`config.mk`:
```
export PLATFORM = sky130hd
export DESIGN_NAME = cnv_ram
export DESIGN_NICKNAME = d
export VERILOG_FILES = /design/src/cnv_ram.sv
export SDC_FILE = /design/constraint.sdc
export NUM_CORES = 1
export LEC_CHECK = 0
export ABC_AREA = 1
export ABC_CLOCK_PERIOD_IN_PS = 5960
export BUFFER_PORTS_ARGS = -buffer_cell sky130_fd_sc_hd__buf_2
export CAP_MARGIN = 15
export CORE_UTILIZATION = 60
export CTS_BUF_LIST = sky130_fd_sc_hd__clkbuf_2
export CTS_CLUSTER_DIAMETER = 100
export CTS_CLUSTER_SIZE = 40
export DETAILED_ROUTE_END_ITERATION = 7
export PLACE_DENSITY = 0.76
export REMOVE_ABC_BUFFERS = 1
export SLEW_MARGIN = 10
export SYNTH_ARGS = -nofsm -noshare
export SYNTH_HDL_FRONTEND = slang
export SYNTH_SLANG_ARGS = --single-unit
```
`constraint.sdc`:
```
create_clock -name clk -period 5.96 [get_ports clk]
set_input_delay 0.894 -clock clk [delete_from_list [all_inputs] [get_ports clk]]
set_output_delay 0.894 -clock clk [all_outputs]
set_load 0.02 [all_outputs]
```
`src/cnv_ram.sv`:
```
module cnv_ram #(
    parameter int DEPTH = 64,
    parameter int WIDTH = 8
) (
    input  logic                     clk,
    input  logic                     we,
    input  logic [$clog2(DEPTH)-1:0] waddr,
    input  logic [WIDTH-1:0]         wdata,
    input  logic [$clog2(DEPTH)-1:0] raddr,
    output logic [WIDTH-1:0]         rdata
);
    logic [WIDTH-1:0] mem [DEPTH];

    always_ff @(posedge clk)
    begin
        if (we)
        begin
            mem[waddr] <= wdata;
        end
        rdata <= mem[raddr];
    end
endmodule

```
==> results.py <==
metrics = {
    "yosys": {
        "yosysUniqueCellTypes": 16,
        "ys.warnings.count": 0,
        "netlist_instances": 1805,
        "synth_top_area_cell": "edfxtp_1",
        "ys_ff_latch": 520,
        "yosysSeqAreaShare_pct": 72.8,
        "synthTopCellsByArea": "edfxtp_1 72%, nand2_1 11%, nand3_1 10%",
        "yosys.area.top_type_share_pct": 72.0,
        "synthesis.area_um2": 21300,
        "syn_area_per_cell_um2": 11.8,
    },
    "grt": {
        "grt_max_degree": 145,
        "antenna_found_initial": 2,
        "first_global_vias": 13100,
        "grt_pass1_wl_mm": 75.9,
        "track_usage_pct": 27.9,
        "grt-ovfl-total": 0,
    },
    "run_status": {
        "status": "finished, violations left",
        "violations": "DRC",
    },
    "final_layout": {
        "fill_cells": 2646,
        "fin_nets": 1789,
        "fin_util_pct": 62.2,
        "drive_gt1_share_pct": 4.90,
        "area_growth_pct": 1.43,
        "layout.cells.non_filler": 2236,
    },
    "clock_tree": {
        "path_clk_slew_ns": 0.70,
        "cts_setup_buffers": 0,
        "clockRootBuffer": "clkbuf_2",
        "cts_buffers": 17,
        "clockBufferDepth": 3,
        "clk_latency_ns": 1.13,
        "htree_levels": 1,
        "cts_num_sinks": 520,
        "cts_tree": "built",
    },
    "run": {
        "cap_violations": 0,
    },
    "critical_path": {
        "worstSetupPathType": "register to output port",
        "crit_path_max_fanout": 2,
        "worst-path-buf-inv": 1,
        "critPathArrivalTime_ns": 1.90,
        "critPathLaunchType": "register",
        "crit_required_ns": 5.07,
        "critPathCaptureType": "output port",
        "cp_slowest_cell": "dfxtp_1",
        "critPathTopFamily": "flip-flops",
        "path_cells": "buf_2",
        "crit_path_max_incr_delay_ns": 0.57,
    },
    "detailed_routing": {
        "drtIter0Drc": 1927,
        "viasPerCell": 6.11,
        "wl_per_cell_um": 22.2,
        "drc": 6,
        "ant_nets": 0,
        "wirelength_mm": 49.5,
        "vias": 13700,
        "first_pass_iters": 8,
    },
    "die": {
        "die_h_um": 191,
        "initial_utilization_pct": 61.3,
        "ioPinCount": 30,
        "die_w_um": 191,
        "die_area_um2": 36300,
        "placementRows": 68,
        "coreArea_um2": 34800,
    },
    "placed_design": {
        "dp_hpwl_mm": 28.4,
        "dp.cells": 2202,
        "port_buffers": 29,
        "globalplace.congestion": 0.930,
        "place_ws_ns": 2.42,
    },
    "sta": {
        "tns_ns": 0,
        "slew_violations": 0,
        "setup_viol": 0,
        "fin_crit_sh_pct": 46.9,
        "max_slew_margin_pct": 20.5,
        "worst_slew_pin_slew_ns": 1.19,
        "setup_ws_ns": 3.16,
        "rsz0062_at_grt": "no",
        "max_freq_ghz": 0.358,
        "period_minus_slack_ns": 2.80,
        "finClkSkew_ns": 0.213,
        "finalHoldViolations": 0,
    },
    "power": {
        "p_leak_nw": 7.63,
        "vdd_drop_max_mv": 0.225,
        "power_density_nw_per_um2": 261,
    },
    "worst_hold_path": {
        "hold_class": "input pin to register",
    },
}
## state kept, by name (all words and copies together), names as in the netlist
signal and count:
rdata 8, mem 512
## cell families (layout without fill, tap and decap cells)
logic type	after synthesis	in the layout	share of synthesized area [%]
simple gates	1160	1160	23.2
buf+inv	125	97	4.02
flops	520	520	72.8
other cells	0	4	0
## worst paths after layout
kind | startpoint | to | slack [ns] | cells after the start
hold / removal | waddr[0] | mem[50][2] | 0.20 | 2
setup / recovery | rdata[5] | rdata[5] | 3.16 | 1
setup reg to reg | mem[39][7] | rdata[7] | 4.50 | 8
hold reg to reg | mem[51][6] | rdata[6] | 0.77 | 8
## per-layer routing
| metal | vias to the layer above | GRT usage, % | wire length (um) | part of all wire, % |
|---|---|---|---|---|
| met5 | - | 0 | 0 | 0 |
| li1 | 6221 | - | - | - |
| met1 | 6608 | 39.7 | 19600 | 39 |
| met3 | 136 | 3.37 | 4560 | 9.2 |
| met2 | 695 | 44.9 | 23500 | 47 |
| met4 | 0 | 9.66 | 1900 | 3.8 |
## final cells by class
cell class / count / area [um^2] / area share [%]
Multi-Input combinational cell: 1160 / 4950 / 22.9
Sequential cell: 520 / 15500 / 71.8
Clock buffer: 26 / 130 / 0.601
Tap cell: 455 / 569 / 2.63
Clock inverter: 3 / 42.5 / 0.197
Antenna cell: 4 / 10.0 / 0.0462
Timing Repair Buffer: 56 / 359 / 1.66
Inverter: 12 / 52.6 / 0.243
## layout by cell type, fill, tap and decap left out
master           n
dlygate4sd3_1    1
clkinvlp_4       1
nor2_1          56
diode_2          4
buf_6            1
edfxtp_1       512
inv_6            1
buf_2           27
buf_4           27
dfxtp_1          8
nor4_1           8
clkinv_16        1
clkbuf_2        26
inv_2            1
inv_1            9
inv_4            1
clkinv_2         1
nand3_1        439
nand2_1        648
nand4_1          9
## metrics by stage
stage / total power, mW / cell area [um^2] / hold slack (ns)
final: 5.64 / 21600 / 0.199
after global routing: 5.78 / 21600 / 0.165
after CTS: 5.64 / 21600 / 0.151
after detailed placement: 4.59 / 21500 / 0.816
after global placement: 4.58 / 21500 / 0.810
after floorplan: 4.35 / 20500 / 0.721
## cells in the mapped netlist (all sizes together)
library cell and count:
dfxtp 8, nand2 648, nand3 439, nand4 9
inv 12, nor4 8, nor2 56, clkbuf 15
edfxtp 512, buf 98
## repair_timing
item | CTS | global route
hold buffers | 1 | 0
setup endpoints to repair | 0 | 0
endpoints found under the hold margin | 4 | 0
gates resized for setup | 0 | 0
## report_power, final
group / total [mW] / switching (mW) / internal (mW) / leakage (nW)
Sequential: 4.07 / 0.0130 / 4.06 / 4.67
Clock: 1.11 / 0.989 / 0.125 / 0.123
Combinational: 0.457 / 0.349 / 0.108 / 2.83
Total: 5.64 / 1.35 / 4.29 / 7.63
Power figures use the tool's default switching activity.
