File: src/cnv_pkg.sv
package cnv_pkg;

    localparam int KERNEL_DEF    = 7;
    localparam int IN_CH_DEF     = 7;
    localparam int OUT_CH_DEF    = 16;
    localparam int MAX_WIDTH_DEF = 256;
    localparam int MAX_HEIGHT    = 4096;

    localparam int OPCODE_W   = 1;
    localparam int WIDX_W     = 13;
    localparam int DATA_W     = 8;
    localparam int ROW_W      = 12;
    localparam int COL_W      = 8;
    localparam int OCH_W      = 4;
    localparam int VAL_W      = 24;
    localparam int ACC_W      = 32;
    localparam int IMG_W_W    = 9;
    localparam int IMG_H_W    = 13;
    localparam int CFG_IDX_W  = 1;
    localparam int CFG_DATA_W = 13;

    localparam logic [OPCODE_W-1:0] OP_WEIGHT = 1'b0;
    localparam logic [OPCODE_W-1:0] OP_SAMPLE = 1'b1;

    localparam logic [CFG_IDX_W-1:0] CFG_IMAGE_WIDTH  = 1'b0;
    localparam logic [CFG_IDX_W-1:0] CFG_IMAGE_HEIGHT = 1'b1;

    localparam logic [IMG_W_W-1:0] IMAGE_WIDTH_RST  = 9'd64;
    localparam logic [IMG_H_W-1:0] IMAGE_HEIGHT_RST = 13'd64;

endpackage

File: src/cnv_mac.sv
module cnv_mac (
    input  logic                                clk,
    input  logic                                rst_n,
    input  logic                                clear,
    input  logic                                in_valid,
    input  logic signed [cnv_pkg::DATA_W-1:0]   a,
    input  logic signed [cnv_pkg::DATA_W-1:0]   b,
    output logic                                busy,
    output logic signed [cnv_pkg::VAL_W-1:0]    result
);
    import cnv_pkg::*;

    localparam logic signed [ACC_W-1:0] SAT_MAX = ACC_W'(2 ** (VAL_W - 1) - 1);
    localparam logic signed [ACC_W-1:0] SAT_MIN = -ACC_W'(2 ** (VAL_W - 1));

    logic signed [2*DATA_W-1:0] prod_reg;
    logic                       pv_reg;
    logic signed [ACC_W-1:0]    acc_reg;

    always_ff @(posedge clk)
    begin
        if (in_valid)
        begin
            prod_reg <= a * b;
        end
    end

    always_ff @(posedge clk or negedge rst_n)
    begin
        if (!rst_n)
        begin
            pv_reg  <= 1'b0;
            acc_reg <= '0;
        end
        else
        begin
            pv_reg <= in_valid;
            if (clear)
            begin
                acc_reg <= '0;
            end
            else if (pv_reg)
            begin
                acc_reg <= acc_reg + ACC_W'(prod_reg);
            end
        end
    end

    always_comb
    begin
        if (acc_reg > SAT_MAX)
        begin
            result = SAT_MAX[VAL_W-1:0];
        end
        else if (acc_reg < SAT_MIN)
        begin
            result = SAT_MIN[VAL_W-1:0];
        end
        else
        begin
            result = acc_reg[VAL_W-1:0];
        end
    end

    assign busy = pv_reg;
endmodule
File: config.mk
export PLATFORM = sky130hd
export DESIGN_NAME = cnv_mac
export DESIGN_NICKNAME = d
export VERILOG_FILES = /design/src/cnv_pkg.sv /design/src/cnv_mac.sv
export SDC_FILE = /design/constraint.sdc
export NUM_CORES = 1
export LEC_CHECK = 0
export ABC_AREA = 1
export ABC_CLOCK_PERIOD_IN_PS = 3850
export BUFFER_PORTS_ARGS = -buffer_cell sky130_fd_sc_hd__buf_2
export CAP_MARGIN = 10
export CORE_MARGIN = 5
export CORE_UTILIZATION = 55
export CTS_CLUSTER_SIZE = 30
export DETAILED_ROUTE_END_ITERATION = 8
export GPL_ROUTABILITY_DRIVEN = 0
export PLACE_DENSITY_LB_ADDON = 0.05
export SLEW_MARGIN = 20
export SYNTH_ARGS = -nofsm -noshare
export SYNTH_HDL_FRONTEND = slang
export SYNTH_SLANG_ARGS = --single-unit
File: constraint.sdc
create_clock -name clk -period 3.85 [get_ports clk]
set_input_delay 0.5775 -clock clk [delete_from_list [all_inputs] [get_ports clk]]
set_output_delay 0.5775 -clock clk [all_outputs]
set_load 0.03 [all_outputs]
==> impl_metrics.json <==
{
  "status": "finished with violations",
  "violations": "negative setup slack",
  "fin_ws_ns": -0.0772,
  "layout_common_cells": "324 x nand2_1, 254 x inv_1, 54 x fa_1",
  "fp.dieW_um": 122,
  "clock_tree.buffer_depth": 2,
  "worstReg2RegEnd": "acc_reg[17]$_DFFE_PN0P_",
  "pre_cts_ws_ns": -0.446,
  "nets": 1271,
  "setup_violations": 5,
  "cp_cell_sequence": "buf_8, clkinvlp_4, or2_4, fa_1, fa_1, inv_1, fa_1, inv_1, fa_1, inv_2, ha_4, nand2_4, inv_2, a21oi_2, o21ai_2, buf_4, xor2_1",
  "cp_num_buf_inv": 7,
  "postSynthCellCount": 1058,
  "drive_gt1_share_pct": 17.0,
  "crit_fanout": 5,
  "start_util_pct": 55.5,
  "cp-start-kind": "input pin",
  "drv_cap": 0,
  "worstSetupEndpointType": "flip-flop",
  "overflow": 0,
  "die_h_um": 122,
  "hpwl_um": 13400,
  "worst_path_most_repeated_cell": "fa_1",
  "vias_per_cell": 4.75,
  "grt_setup_unrepaired": "true",
  "clk_latency_ns": 0.30,
  "yosys_warnings": 0,
  "ant_nets": 0,
  "cp.required_ns": 3.89,
  "grt_pass1_wl_um": 28000,
  "rows": 41,
  "area_growth_pct": 18.2,
  "cts.clk_slew.worst_paths_ns": 0.07,
  "fmax_mhz": 255,
  "avgSynthCellArea_um2": 6.56,
  "rr_startpoint": "prod_reg[15]$_DFFE_PP_",
  "r2r_setup_slack_ns": 1.47,
  "finalHoldViolCount": 0,
  "drtPass1Iterations": 5,
  "reg2reg_depth": 10,
  "slew_viol_final": 0,
  "post-route-drc-count": 0,
  "fin_skew_ns": 0.0102,
  "hold_buffers": 0,
  "io_pins": 45,
  "cpLargestDelayFamily": "adder cells",
  "post-route-min-period_ns": 3.93,
  "clock-sinks": 49,
  "min_path_type": "input pin to asynchronous set/reset pin",
  "grt_max_degree": 34,
  "largest_reg_flops": 32,
  "syn-cell-area_um2": 6940,
  "clock-root-buffer": "clkbuf_16",
  "core_area_um2": 12500,
  "num_antenna_cells": 0,
  "fin_crit_sh_pct": 102,
  "slowest_stage": "fa_1",
  "final_common_cell": "nand2_1",
  "wl_per_cell_um": 12.4,
  "worstSetupPathType": "input pin to flip-flop",
  "die_area_um2": 15000,
  "ys_types": 32,
  "cp.arrival_ns": 3.97,
  "slowest_delay_ns": 0.49,
  "cts_max_level": 2,
  "drt-initial-drc-count": 286,
  "syn_nets": 1194,
  "antenna_found_initial": 0,
  "grt_pass1_vias": 6094,
  "tritoncts": "done",
  "grtUsageTotal_pct": 23.3,
  "cts-buffers-inserted": 5,
  "wl_um": 16300,
  "relSlewSlack_pct": 36.5,
  "tightest_slew_ns": 0.953,
  "io_buffers": 44,
  "synth.yosys.seq_area_share_pct": 18.8,
  "vias": 6216,
  "ys_ff_latch": 49
}
## worst max-delay path by stage
stage	start	to	slack, ns	depth (start not counted)
floorplan	a[7]	prod_reg[14]$_DFFE_PP_	-0.21	17
detailed placement	b[7]	prod_reg[14]$_DFFE_PP_	-0.45	15
CTS	b[7]	prod_reg[13]$_DFFE_PP_	-0.11	18
global route	b[7]	prod_reg[13]$_DFFE_PP_	-0.22	18
global placement	b[7]	prod_reg[13]$_DFFE_PP_	-0.38	18
finish	b[7]	prod_reg[11]$_DFFE_PP_	-0.08	17
## routing by layer
layer  share of wire [%]  vias up  GRT usage [%]
li1                    -     3304              -
met1                  44     2774           28.7
met2                  50      110           43.7
met3                 3.4       28           1.94
met4                 2.1        0           6.16
met5                   0        -              0
## metrics by stage
stage	cells	TNS, ns	hold WS [ns]	utilization (%)	instance area, um^2
2_1_floorplan	1058	-1.07	0.282	-	7240
3_3_place_gp	1293	-2.60	0.501	62.4	7820
3_5_place_dp	1293	-3.07	0.508	62.4	7820
4_1_cts	1305	-0.499	0.396	64.6	8080
5_1_grt	1308	-1.20	0.451	65.6	8210
6_report	1308	-0.223	0.357	65.6	8210
## cell families after synthesis
logic type / after synthesis / synth area share [%]
flip-flops: 49 / 18.8
AND/OR/NAND/NOR: 465 / 27.5
adder cells (fa/ha/maj): 116 / 27.0
XOR/XNOR: 18 / 2.27
AO/OA/AOI/OAI: 100 / 7.60
buffers and inverters: 310 / 16.8
## area by class of cell
type                    count  area, um^2
multi-input cells         699        4750
clock buffers               5         125
fillers                  1226        4310
clock inverters             3        68.8
flip-flops and latches     49        1310
inverters                 285        1080
repair buffers             95         668
well taps                 172         215
## synth_stat cells
library cell / count / area (um^2)
nor4_1: 2 / 12.5
o21ai_0: 28 / 140
nor3_1: 9 / 45.0
ha_1: 60 / 751
nand4_1: 7 / 43.8
nand2_1: 331 / 1240
o21a_1: 1 / 7.51
clkbuf_1: 22 / 82.6
and2_1: 5 / 31.3
fa_1: 56 / 1120
or2_2: 1 / 6.26
nand2_2: 11 / 68.8
nor3_2: 1 / 10.0
a21o_1: 2 / 15.0
o21bai_1: 1 / 7.51
nor2_1: 47 / 176
o22ai_1: 5 / 31.3
buf_2: 3 / 15.0
xnor2_1: 9 / 78.8
nand3_2: 2 / 20.0
o2111ai_1: 1 / 8.76
a21oi_1: 57 / 285
o31ai_2: 1 / 12.5
inv_2: 7 / 26.3
xor2_1: 9 / 78.8
inv_1: 278 / 1040
dfrtp_1: 33 / 826
nand3b_1: 1 / 7.51
o21ai_1: 4 / 20.0
edfxtp_1: 16 / 480
nand3_1: 42 / 210
nor2_2: 6 / 37.5
## worst register-to-register path: stages (launching register included)
cell,delay (ns)
edfxtp_1,0.70
ha_1,0.53
nand2_1,0.15
nor2_2,0.21
inv_2,0.05
nor2_2,0.15
nand4_1,0.11
nand3_1,0.18
nand2_1,0.07
nand2_1,0.06
o21ai_1,0.05
## repair_timing
item                       4_1_cts  5_1_grt
buffers inserted                 4        3
setup endpoints to repair        7        8
pin swaps                       21       40
resized for setup               13       41
Power is left out: the tool's default activity adds up to more than one toggle a clock period on the data nets, which glitch-free logic cannot reach.
